<file path="src/hdl/hrt_pkg.sv">
// ----------------------------------------------------------------------------
// hrt_pkg
// Types and constants shared by the HTTP request header tokenizer.
// ----------------------------------------------------------------------------
package hrt_pkg;

  localparam int TOKEN_BYTES = 128;
  localparam int VALUE_LIMIT = 126;
  localparam int CNT_W       = $clog2(TOKEN_BYTES);
  localparam int LEN_W       = 7;

  localparam logic [CNT_W-1:0] TOKEN_CAP = CNT_W'(TOKEN_BYTES - 1);
  localparam logic [CNT_W-1:0] VALUE_CAP = CNT_W'(VALUE_LIMIT);

  localparam logic OP_DATA    = 1'b0;
  localparam logic OP_RESTART = 1'b1;

  localparam logic [2:0] KIND_METHOD  = 3'd0;
  localparam logic [2:0] KIND_URI     = 3'd1;
  localparam logic [2:0] KIND_VERSION = 3'd2;
  localparam logic [2:0] KIND_NAME    = 3'd3;
  localparam logic [2:0] KIND_VALUE   = 3'd4;

  localparam logic [7:0] CH_SP    = 8'h20;
  localparam logic [7:0] CH_CR    = 8'h0D;
  localparam logic [7:0] CH_LF    = 8'h0A;
  localparam logic [7:0] CH_COLON = 8'h3A;

  typedef enum logic [2:0] {
    PHASE_METHOD  = 3'd0,
    PHASE_URI     = 3'd1,
    PHASE_VERSION = 3'd2,
    PHASE_NAME    = 3'd3,
    PHASE_VALUE   = 3'd4,
    PHASE_DONE    = 3'd5
  } phase_t;

  typedef struct packed {
    logic       op;
    logic [7:0] data_byte;
  } item_t;

  typedef struct packed {
    logic [2:0]       token_kind;
    logic             byte_valid;
    logic [7:0]       token_byte;
    logic             token_end;
    logic [LEN_W-1:0] token_length;
    logic             request_done;
  } token_t;

  typedef struct packed {
    logic             present;
    phase_t           phase_next;
    logic [CNT_W-1:0] count_next;
  } step_ctl_t;

endpackage

</file>
<file path="src/hdl/http_request_header_tokenizer.sv">
// ----------------------------------------------------------------------------
// http_request_header_tokenizer
// Splits an HTTP request byte stream into method, URI, version, header
// names and values, streaming token bytes and token ends.
// ----------------------------------------------------------------------------
// Path: an accepted word waits in the input stage register; any result word
// goes to the output register as that stage advances. Throughput: one word
// per cycle unless token_ready stalls; the combinational parse step sets it.
// Reset: rst (synchronous) empties both register stages and returns the
// parser to the method phase with a zero token count.
module http_request_header_tokenizer
  import hrt_pkg::*;
(
  input  logic   clk,
  input  logic   rst,
  input  logic   item_valid,
  output logic   item_ready,
  input  item_t  item,
  output logic   token_valid,
  input  logic   token_ready,
  output token_t token
);

  logic             s1_valid;
  item_t            s1_item;
  logic             s1_adv;
  phase_t           phase;
  logic [CNT_W-1:0] count;
  token_t           res;
  step_ctl_t        ctl;

  hrt_step u_step (
    .item  (s1_item),
    .phase (phase),
    .count (count),
    .res   (res),
    .ctl   (ctl)
  );

  assign s1_adv     = s1_valid && (!token_valid || token_ready);
  assign item_ready = !s1_valid || s1_adv;

  always_ff @(posedge clk) begin
    if (rst) begin
      s1_valid    <= 1'b0;
      token_valid <= 1'b0;
      phase       <= PHASE_METHOD;
      count       <= '0;
    end else begin
      if (item_ready) begin
        s1_valid <= item_valid;
      end
      if (s1_adv) begin
        phase       <= ctl.phase_next;
        count       <= ctl.count_next;
        token_valid <= ctl.present;
      end else if (token_ready) begin
        token_valid <= 1'b0;
      end
    end
  end

  always_ff @(posedge clk) begin
    if (item_valid && item_ready) begin
      s1_item <= item;
    end
    if (s1_adv && ctl.present) begin
      token <= res;
    end
  end

  a_ready_when_empty: assert property (@(posedge clk) disable iff (rst)
    !token_valid |-> item_ready)
    else $error("input stalled with empty output register");

  a_value_capped: assert property (@(posedge clk) disable iff (rst)
    phase == PHASE_VALUE |-> count <= VALUE_CAP)
    else $error("value length beyond limit");

  a_done_enters_phase: assert property (@(posedge clk) disable iff (rst)
    s1_adv && ctl.present && res.request_done |=> phase == PHASE_DONE)
    else $error("request end did not enter done phase");

  a_done_silent: assert property (@(posedge clk) disable iff (rst)
    s1_adv && phase == PHASE_DONE && s1_item.op == OP_DATA |-> !ctl.present)
    else $error("result produced after request end");

  a_byte_exclusive: assert property (@(posedge clk) disable iff (rst)
    token_valid && token.byte_valid |-> !token.token_end && !token.request_done)
    else $error("byte word also flagged as end");

endmodule

</file>
<file path="src/hdl/hrt_step.sv">
// ----------------------------------------------------------------------------
// hrt_step
// Per-byte parse step: classifies one word against the current phase and
// produces the result word plus the next phase and token count.
// ----------------------------------------------------------------------------
module hrt_step
  import hrt_pkg::*;
(
  input  item_t            item,
  input  phase_t           phase,
  input  logic [CNT_W-1:0] count,
  output token_t           res,
  output step_ctl_t        ctl
);

  logic [2:0]       kind;
  logic             term;
  logic             skip;
  logic             finish;
  phase_t           term_phase;
  logic [CNT_W-1:0] cap;
  logic [7:0]       b;

  assign b = item.data_byte;

  always_comb begin
    kind       = KIND_METHOD;
    term       = 1'b0;
    skip       = 1'b0;
    finish     = 1'b0;
    term_phase = phase;
    cap        = TOKEN_CAP;
    unique case (phase)
      PHASE_METHOD: begin
        term       = (b == CH_SP);
        term_phase = PHASE_URI;
      end
      PHASE_URI: begin
        kind       = KIND_URI;
        term       = (b == CH_SP);
        term_phase = PHASE_VERSION;
      end
      PHASE_VERSION: begin
        kind       = KIND_VERSION;
        term       = (b == CH_CR);
        term_phase = PHASE_NAME;
      end
      PHASE_NAME: begin
        kind       = KIND_NAME;
        skip       = (b == CH_LF);
        finish     = (b == CH_CR);
        term       = (b == CH_COLON);
        term_phase = PHASE_VALUE;
      end
      PHASE_VALUE: begin
        kind       = KIND_VALUE;
        skip       = (b == CH_SP) && (count == '0);
        term       = (b == CH_CR);
        term_phase = PHASE_NAME;
        cap        = VALUE_CAP;
      end
      default: begin
        skip = 1'b1;
      end
    endcase
  end

  always_comb begin
    res            = '0;
    res.token_kind = kind;
    ctl.present    = 1'b0;
    ctl.phase_next = phase;
    ctl.count_next = count;
    if (item.op == OP_RESTART) begin
      ctl.phase_next = PHASE_METHOD;
      ctl.count_next = '0;
    end else if (skip) begin
      ctl.present = 1'b0;
    end else if (finish) begin
      ctl.present      = 1'b1;
      ctl.phase_next   = PHASE_DONE;
      ctl.count_next   = '0;
      res.request_done = 1'b1;
    end else if (term) begin
      ctl.present      = 1'b1;
      ctl.phase_next   = term_phase;
      ctl.count_next   = '0;
      res.token_end    = 1'b1;
      res.token_length = LEN_W'(count);
    end else if (count < cap) begin
      ctl.present    = 1'b1;
      ctl.count_next = count + 1'b1;
      res.byte_valid = 1'b1;
      res.token_byte = b;
    end
  end

endmodule

</file>
<file path="config.mk">
export PLATFORM = sky130hd
export DESIGN_NAME = http_request_header_tokenizer
export DESIGN_NICKNAME = d
export VERILOG_FILES = /design/src/hdl/hrt_pkg.sv /design/src/hdl/http_request_header_tokenizer.sv /design/src/hdl/hrt_step.sv
export SDC_FILE = /design/constraint.sdc
export NUM_CORES = 1
export LEC_CHECK = 0
export BUFFER_PORTS_ARGS = -buffer_cell sky130_fd_sc_hd__buf_2
export CAP_MARGIN = 20
export CORE_MARGIN = 8
export CORE_UTILIZATION = 60
export CTS_CLUSTER_SIZE = 24
export DETAILED_ROUTE_END_ITERATION = 10
export GPL_TIMING_DRIVEN = 0
export PLACE_DENSITY = 0.82
export SYNTH_ARGS = -nofsm -noshare
export SYNTH_HDL_FRONTEND = slang
export SYNTH_HIERARCHICAL = 1
export SYNTH_SLANG_ARGS = --single-unit
</file>
<file path="constraint.sdc">
create_clock -name clk -period 5.17 [get_ports clk]
set_input_delay 1.034 -clock clk [delete_from_list [all_inputs] [get_ports clk]]
set_output_delay 1.034 -clock clk [all_outputs]
set_load 0.05 [all_outputs]
</file>
======== After elaboration in Yosys (flattened, before gate mapping) ========
Index checks and enable logic that the tools add are counted.
cells by class
  equality and inequality tests ........... 9
  reduce and logical (&&, ||, !) cells .... 24
  mux-type cells .......................... 21
  $lt $le $gt $ge ......................... 1
  add/subtract/negate cells ............... 1
  bitwise operators ....................... 2
operators with widths
  operator                                                               number
  3-bit case mux with 4 select lines                                     2
  10-bit 2-to-1 mux                                                      2
  8-bit by 4-bit equality test with 1-bit output, second input constant  2
  8-bit by 6-bit equality test with 1-bit output, second input constant  2
  7-bit 2-to-1 mux                                                       2
  11-bit 2-to-1 mux                                                      1
  1-bit 2-to-1 mux                                                       9
  9-bit 2-to-1 mux                                                       1
  8-bit 2-to-1 mux                                                       1
  4-bit OR reduction                                                     2
  7-bit by 1-bit adder with 7-bit output, second input constant          1
  7-bit zero test                                                        1
  7-bit < comparator                                                     1
  3-bit by 2-bit equality test with 1-bit output, second input constant  2
  1-bit case mux with 3 select lines                                     2
  6-bit nonzero test                                                     1
  2-bit OR reduction                                                     3
  3-bit OR reduction                                                     2
  5-bit OR reduction                                                     1
  1-bit logical AND                                                      4
  4-bit AND reduction                                                    1
  4-bit nonzero test                                                     1
  3-bit by 1-bit equality test with 1-bit output, second input constant  1
  3-bit equality test, second input constant                             1
  other kinds (9)                                                        12
word-level totals
  flip-flop bits (word level) ............. 42
  logic and storage cells ................. 70
  input port bits ......................... 13

======== Longest topological paths before layout ========
Gate-level depths: netlist of the first run.
  depth after elaboration ................. 9
  gate-level depth with buffers ........... 10
  mapped depth without buffers ............ 9

======== Hierarchy ========
The synthesis of the first run kept the hierarchy.
modules (own cells, without submodules)
  module                         cells each  area each (sq um)  instances  seq. area each (sq um)
  http_request_header_tokenizer  85          1,442.6            1          1,141.1
  hrt_step                       109         729.4              1          0.0

======== Worst setup path after synthesis of the first run ========
Ideal clock, no wire load.
  kind .................................... flip-flop to flip-flop
  from .................................... register s1_item[7] (netlist bit)
  to ...................................... register token[0] (netlist bit) (enable)
  stages on the path, launching flop included .. 7
  slack ................................... 2.012 ns
  arrival time ............................ 2.760 ns
  path through ............................ edfxtp_1 -> or4_1 -> nor4_1 -> nor3_1 -> a311oi_1 -> nand2_1 -> nor2_1
RTL lines
  what                    RTL line                             source
  start, declared         http_request_header_tokenizer.sv:25  item_t s1_item;
  start signal, assigned  http_request_header_tokenizer.sv:65  s1_item <= item;
  end signal, assigned    http_request_header_tokenizer.sv:68  token <= res;
  end, declared           http_request_header_tokenizer.sv:21  output token_t token

==> flow_metrics.env, run 1 <==
export IMPL_outcome="finished, final reports clean"
export IMPL_layout_nets=251
export IMPL_hold_path_class="reg -> reg"
export IMPL_ys_seq_area_share_pct=52.53
export IMPL_grt_overflow=0
export IMPL_vias=1646
export IMPL_max_freq_ghz=0.3028
export IMPL_grt_pass1_vias=1621
export IMPL_synthTopCellsByArea="edfxtp_1 41%, dfxtp_1 11%, nand2b_1 6.0%"
export IMPL_cp_max_fo=21
export IMPL_synth_edf_count=30
export IMPL_yosysTopAreaCellShare_pct=41.47
export IMPL_power_switching_uw=148.8
export IMPL_die_w_um=76.17
export IMPL_p_int_uw=439.9
export IMPL_placed_cells=277
export IMPL_portBuffers=35
export IMPL_die_height_um=76.17
export IMPL_pwr_share_clk_pct=26.5
export IMPL_cts_tree="done"
export IMPL_synthFlopType="edfxtp_1"
export IMPL_cts_made_buffers=5
export IMPL_antennaDiodeCount=0
export IMPL_crit_type="reg -> reg"
export IMPL_totalWireLength_um=4306
export IMPL_netlist_cell_type_count=47
export IMPL_syn_nets=209
export IMPL_grt_max_degree=22
export IMPL_synthCells=194
export IMPL_viasPerCell=5.775
export IMPL_required_ns=5.15
export IMPL_multi_input_area_sq_um=968.4
export IMPL_final_cells=285
export IMPL_clkTransAtPathRegs_ns=0.12
export IMPL_core_sq_mm=0.003578
export IMPL_endpoint_kind="register"
export IMPL_cts_repair_resized=0
export IMPL_dp_hpwl_um=3122
export IMPL_yosysTopAreaCell="edfxtp_1"
export IMPL_netlist_area_sq_mm=0.002172
export IMPL_drtPass1Iterations=5
export IMPL_layout_min_cycle_time_ns=3.303
export IMPL_fin_crit_sh_pct=63.89
export IMPL_ant_nets=0
export IMPL_vdd_drop_max_v=0.0001169
export IMPL_clk_path_buf_depth=2
export IMPL_avgRoutedWirePerCell_um=15.11
export IMPL_n_fill_cell=291
export IMPL_die_area_sq_mm=0.005801
export IMPL_setup_worst_path_start_class="register"
export IMPL_drive_above_1_share_pct=23.21
export IMPL_start_util_pct=60.70
export IMPL_globalplace_congestion=0.9063
export IMPL_yosys_warnings=6
export IMPL_max_slew_margin_pct=36.35
export IMPL_tns_ns=0
export IMPL_swShare_pct=25.27
export IMPL_async_flop_share_pct=0
export IMPL_cts_root_buffer="clkbuf_4"
export IMPL_grt_pass1_wl_um=7403
export IMPL_cp_data_arrival_time_ns=3.28
export IMPL_cellPowerDensity_mw_per_mm2=239.0
export IMPL_grtUsageTotal_pct=15.03
export IMPL_ys_ff_latch=42
export IMPL_p_leak_nw=0.8807
export IMPL_final_max_slew_violation_count=0
export IMPL_cap_viol_max_count=0
export IMPL_htree_levels=2
export IMPL_synth_avg_cell_area_sq_um=11.20
export IMPL_cts_post_setup_buffers_inserted=0
export IMPL_io_pins=36
export IMPL_cts_sinks=42
export IMPL_skew_ns=0.01492
export IMPL_area_delta_synth_final_pct=13.42
export IMPL_tightestPinTransition_ns=0.9537
export IMPL_setup_viol=0
export IMPL_regArea_sq_mm=0.001141
export IMPL_drt_iter0_drc=186
export IMPL_comb_power_share_pct=9.6
export IMPL_seqPwrFrac_pct=63.9
export IMPL_drc_errors=0
export IMPL_rsz0062_at_grt="false"
export IMPL_antenna_found_initial=0
export IMPL_rows=22
export IMPL_holdBufCountCts=0
export IMPL_clk_insertion_delay_late_ns=0.36
export IMPL_hold_viol_final=0
## flip-flops by register name, summed over array words and instances (netlist names)
signal and cells:
phase 3, s1_valid 1, token 21, s1_item 9
token_valid 1, count 7
## power by group through the flow
stage,Sequential (mW),Clock [mW],Combinational (mW)
floorplan,0.400,0,0.0240
global placement,0.383,0,0.0558
detailed placement,0.384,0,0.0567
CTS,0.376,0.159,0.0569
global route,0.378,0.172,0.0608
finish,0.376,0.156,0.0566
## layout by cell type, fill, tap and decap left out, drive strengths merged, types with 6 or more instances in the layout
cell,instances
and2,17
buf,39
edfxtp,30
nand3,7
nor2,14
dfxtp,12
nand4,8
clkbuf,9
a21oi,6
nand2b,21
nand2,6
mux2i,10
## worst paths after layout
path / from / end / slack [ns] / cells past startpoint
worst min-delay path: phase[1] / phase[1] / 0.49 / 2
worst max register to register: s1_item[4] / token[6] / 1.87 / 6
worst max-delay path: s1_item[4] / token[6] / 1.87 / 6
worst min register to register: phase[1] / phase[1] / 0.49 / 2
## worst max-delay path, stage by stage, from the launching register on
cell and delay, ns:
edfxtp_1 0.45, or4_1 0.59, nor2_1 0.33, nand3_1 0.26, a311oi_1 0.44, nand2_1 0.11
nor2_2 0.73
## layer usage
layer	wire length [um]	vias up	track usage, %
met5	0	-	0
met4	76	0	5.192
met3	349	15	4.245
met2	2020	70	24.85
met1	1859	757	18.25
li1	-	804	-
## stage by stage
stage,util (%),hold slack [ns],area (sq um),total power [mW],setup slack [ns]
6_report,68.85,0.4947,2464,0.5887,1.867
5_1_grt,68.85,0.5377,2464,0.6105,1.606
4_1_cts,68.85,0.4990,2464,0.5920,1.845
3_5_place_dp,67.34,0.4789,2410,0.4407,1.883
3_3_place_gp,67.27,0.4707,2407,0.4393,1.435
2_1_floorplan,-,0.4564,2172,0.4241,2.012
## cell families (layout without fill, tap and decap cells)
kind of cell / count (synthesis) / after routing / synth area share (%)
AND/OR/NAND/NOR: 99 / 99 / 28.69
XOR/XNOR: 2 / 2 / 0.8066
buffers and inverters: 12 / 55 / 2.995
adder cells (fa/ha/maj): 2 / 2 / 1.152
AO/OA/AOI/OAI: 27 / 27 / 9.216
multiplexers: 10 / 10 / 4.608
flip-flops: 42 / 42 / 52.53
## cell usage after synthesis, types with 3 or more instances
cell type / n
clkbuf_1: 4
and4_1: 4
nand2_1: 6
inv_1: 4
and2_1: 17
a21oi_1: 6
dfxtp_1: 12
and3_1: 3
nand2b_1: 21
o21ai_0: 3
edfxtp_1: 30
a41oi_1: 3
nor3_1: 3
nand4_1: 8
nor2_1: 14
mux2i_1: 10
nand3_1: 7
a311oi_1: 3
## final cells by class
class                           instances  area share (%)
Tap cell                               48           2.438
Clock buffer                            5           1.524
Multi-Input combinational cell        140           39.31
Clock inverter                          3          0.6602
Buffer                                  8           2.031
Inverter                                4          0.6094
Sequential cell                        42           46.32
Timing Repair Buffer                   35           7.110
Note: power is estimated with default switching activity, not from simulation.
==> inputs of run 2 (changes only) <==
--- a/config.mk
+++ b/config.mk
@@ -5,14 +5,15 @@
 export SDC_FILE = /design/constraint.sdc
 export NUM_CORES = 1
 export LEC_CHECK = 0
+export ABC_AREA = 1
 export BUFFER_PORTS_ARGS = -buffer_cell sky130_fd_sc_hd__buf_2
 export CAP_MARGIN = 20
 export CORE_MARGIN = 8
-export CORE_UTILIZATION = 60
+export CORE_UTILIZATION = 51
 export CTS_CLUSTER_SIZE = 24
 export DETAILED_ROUTE_END_ITERATION = 10
 export GPL_TIMING_DRIVEN = 0
-export PLACE_DENSITY = 0.82
+export PLACE_DENSITY = 0.74
 export SYNTH_ARGS = -nofsm -noshare
 export SYNTH_HDL_FRONTEND = slang
 export SYNTH_HIERARCHICAL = 1
==> constraint.sdc (replaced) <==
create_clock -name clk -period 3 [get_ports clk]
set_input_delay 0.6 -clock clk [delete_from_list [all_inputs] [get_ports clk]]
set_output_delay 0.6 -clock clk [all_outputs]
set_load 0.05 [all_outputs]
==> flow_metrics.env, run 2 <==
export IMPL_layout_nets=340
export IMPL_grtUsageTotal_pct=13.12
export IMPL_clkTransAtPathRegs_ns=0.08
export IMPL_totalWireLength_um=4358
export IMPL_netlist_area_sq_mm=0.002285
export IMPL_cts_sinks=42
export IMPL_synth_edf_count=30
export IMPL_rows=24
export IMPL_drive_above_1_share_pct=20.55
export IMPL_grt_max_degree=22
export IMPL_cp_cell_sequence="nand3_1 > nor2_2 > nand2_2 > nand3_4 > nor2_4 > a21oi_1 > inv_1 > nor2_2"
export IMPL_drtPass1Iterations=5
export IMPL_max_slew_margin_pct=33.09
export IMPL_reg_top3="token: 21 flops, s1_item: 9 flops, count: 7 flops"
export IMPL_cts_root_buffer="clkbuf_8"
export IMPL_vdd_drop_max_v=0.0003206
export IMPL_synth_most_common_cell="nor2_1"
export IMPL_slowest_delay_ns=0.78
export IMPL_crit_type="reg -> reg"
export IMPL_endpoint_kind="register"
export IMPL_start_util_pct=52.84
export IMPL_cts_post_setup_buffers_inserted=0
export IMPL_drc_errors=0
export IMPL_drt_iter0_drc=157
export IMPL_cts_made_buffers=5
export IMPL_fin_util_pct=60.65
export IMPL_async_flop_share_pct=0
export IMPL_area_delta_synth_final_pct=14.79
export IMPL_synth_avg_cell_area_sq_um=8.073
export IMPL_required_ns=2.92
export IMPL_cellPowerDensity_mw_per_mm2=461.9
export IMPL_die_height_um=82.93
export IMPL_core_sq_mm=0.004324
export IMPL_busiest_layer="met2"
export IMPL_yosys_top_cells_count="59 x nor2_1, 52 x nand2_1, 47 x inv_1"
export IMPL_grt_overflow=0
export IMPL_ys_seq_area_share_pct=49.95
export IMPL_ys_ff_latch=42
export IMPL_cp_max_fo=21
export IMPL_antennaDiodeCount=0
export IMPL_synthCells=283
export IMPL_largest_reg_flops=21
export IMPL_cp_data_arrival_time_ns=2.57
export IMPL_yosysTopAreaCellShare_pct=39.43
export IMPL_layout_commonest_cell="nor2_1"
export IMPL_final_cell_mix="58 x nor2_1, 52 x nand2_1, 47 x inv_1, 38 x buf_2, 30 x edfxtp_1"
export IMPL_die_w_um=82.93
export IMPL_viasPerCell=4.926
export IMPL_portBuffers=35
export IMPL_antenna_found_initial=0
export IMPL_holdBufCountCts=0
export IMPL_grt_use_met1_pct=16.74
export IMPL_synthTopCellsByArea="edfxtp_1 39%, dfxtp_1 11%, nor2_1 9.7%"
export IMPL_dp_hpwl_um=3246
export IMPL_outcome="finished, final reports clean"
export IMPL_fin_crit_sh_pct=88.34
export IMPL_rsz0062_at_grt="false"
export IMPL_path_common_cell="nor2_2"
export IMPL_max_freq_ghz=0.3773
export IMPL_ant_nets=0
export IMPL_vias=1862
export IMPL_syn_nets=298
export IMPL_skew_ns=0.004339
export IMPL_die_area_sq_mm=0.006877
export IMPL_yosys_warnings=6
export IMPL_grt_met2_usage_pct=19.80
export IMPL_final_max_slew_violation_count=0
export IMPL_grt_pass1_wl_um=7672
export IMPL_yosysTopAreaCell="edfxtp_1"
export IMPL_io_pins=36
export IMPL_cts_tree="done"
export IMPL_hold_path_class="in -> reg"
export IMPL_hold_viol_final=0
export IMPL_n_fill_cell=411
export IMPL_layout_min_cycle_time_ns=2.650
export IMPL_p_leak_nw=1.266
export IMPL_clk_insertion_delay_late_ns=0.29
export IMPL_netlist_cell_type_count=25
export IMPL_setup_worst_path_start_class="register"
export IMPL_cap_viol_max_count=0
export IMPL_grtUsageMet3_pct=4.492
export IMPL_largest_register="token"
export IMPL_tightestPinTransition_ns=1.003
export IMPL_clk_path_buf_depth=2
export IMPL_synthFlopType="edfxtp_1"
export IMPL_grt_pass1_vias=1705
export IMPL_setup_viol=0
export IMPL_htree_levels=2
export IMPL_avgRoutedWirePerCell_um=11.53
export IMPL_tns_ns=0
export IMPL_globalplace_congestion=0.8696
export IMPL_cp_slowest_cell="nor2_2"
export IMPL_cts_repair_resized=0
run 2: cell types whose count changed in the layout (fill, tap and decap cells not counted), moves of 10 or more:
| cell | before | now |
|---|---|---|
| and2_1 | 17 | 0 |
| inv_1 | 4 | 47 |
| mux2i_1 | 10 | 0 |
| nand2_1 | 6 | 52 |
| nand2b_1 | 21 | 0 |
| nand3_1 | 7 | 29 |
| nor2_1 | 13 | 58 |
run 2: metal layers:
| metal | up-vias | routed length [um] |
|---|---|---|
| li1 | 980 | - |
| met1 | 823 | 2063 |
| met2 | 52 | 1957 |
| met3 | 7 | 257 |
| met4 | 0 | 80 |
| met5 | - | 0 |
run 2: layout make-up:
cell class	count	area, sq um	area share [%]
Buffer	7	56.30	2.147
Clock buffer	6	82.58	3.149
Clock inverter	2	12.51	0.4771
Inverter	49	183.9	7.013
Multi-Input combinational cell	185	905.9	34.54
Sequential cell	42	1141	43.51
Tap cell	52	65.06	2.481
Timing Repair Buffer	35	175.2	6.679
run 2: metrics by stage:
stage               cell area [sq um]  cells  hold WS [ns]  worst slack (ns)  total power [mW]
floorplan                        2285    283        0.4462            0.4171            0.8093
global placement                 2525    370        0.4577          -0.03355            0.8459
detailed placement               2527    370        0.4713            0.3493            0.8495
CTS                              2623    378        0.4534            0.3270             1.224
global route                     2623    378        0.4590           0.05606             1.270
finish                           2623    378        0.4620            0.3498             1.211
run 2: worst paths after layout:
path | depth (start not counted) | slack [ns] | end | start
worst max-delay path | 8 | 0.35 | token[4] | phase[1]
worst min-delay path | 2 | 0.46 | s1_valid | rst
worst min register to register | 2 | 0.49 | count[2] | count[2]
worst max register to register | 8 | 0.35 | token[4] | phase[1]
run 2: cells by family after synthesis:
group,synth area share [%]
AND/OR/NAND/NOR,32.58
flip-flops,49.95
adder cells (fa/ha/maj),1.095
buffers and inverters,10.51
XOR/XNOR,1.917
AO/OA/AOI/OAI,3.943
run 2: power breakdown:
part / switching [mW] / leakage, nW / total [mW] / internal (mW)
registers: 0.0241 / 0.389 / 0.671 / 0.647
clock network: 0.189 / 0.0472 / 0.374 / 0.185
logic: 0.111 / 0.829 / 0.166 / 0.0552
total: 0.324 / 1.27 / 1.21 / 0.887
run 2: worst max-delay path: cells and delay by family (launching register included):
family	cells	cell delay (ns)
AND/OR/NAND/NOR	6	1.55
flip-flops	1	0.50
AO/OA/AOI/OAI	1	0.13
buffers and inverters	1	0.08
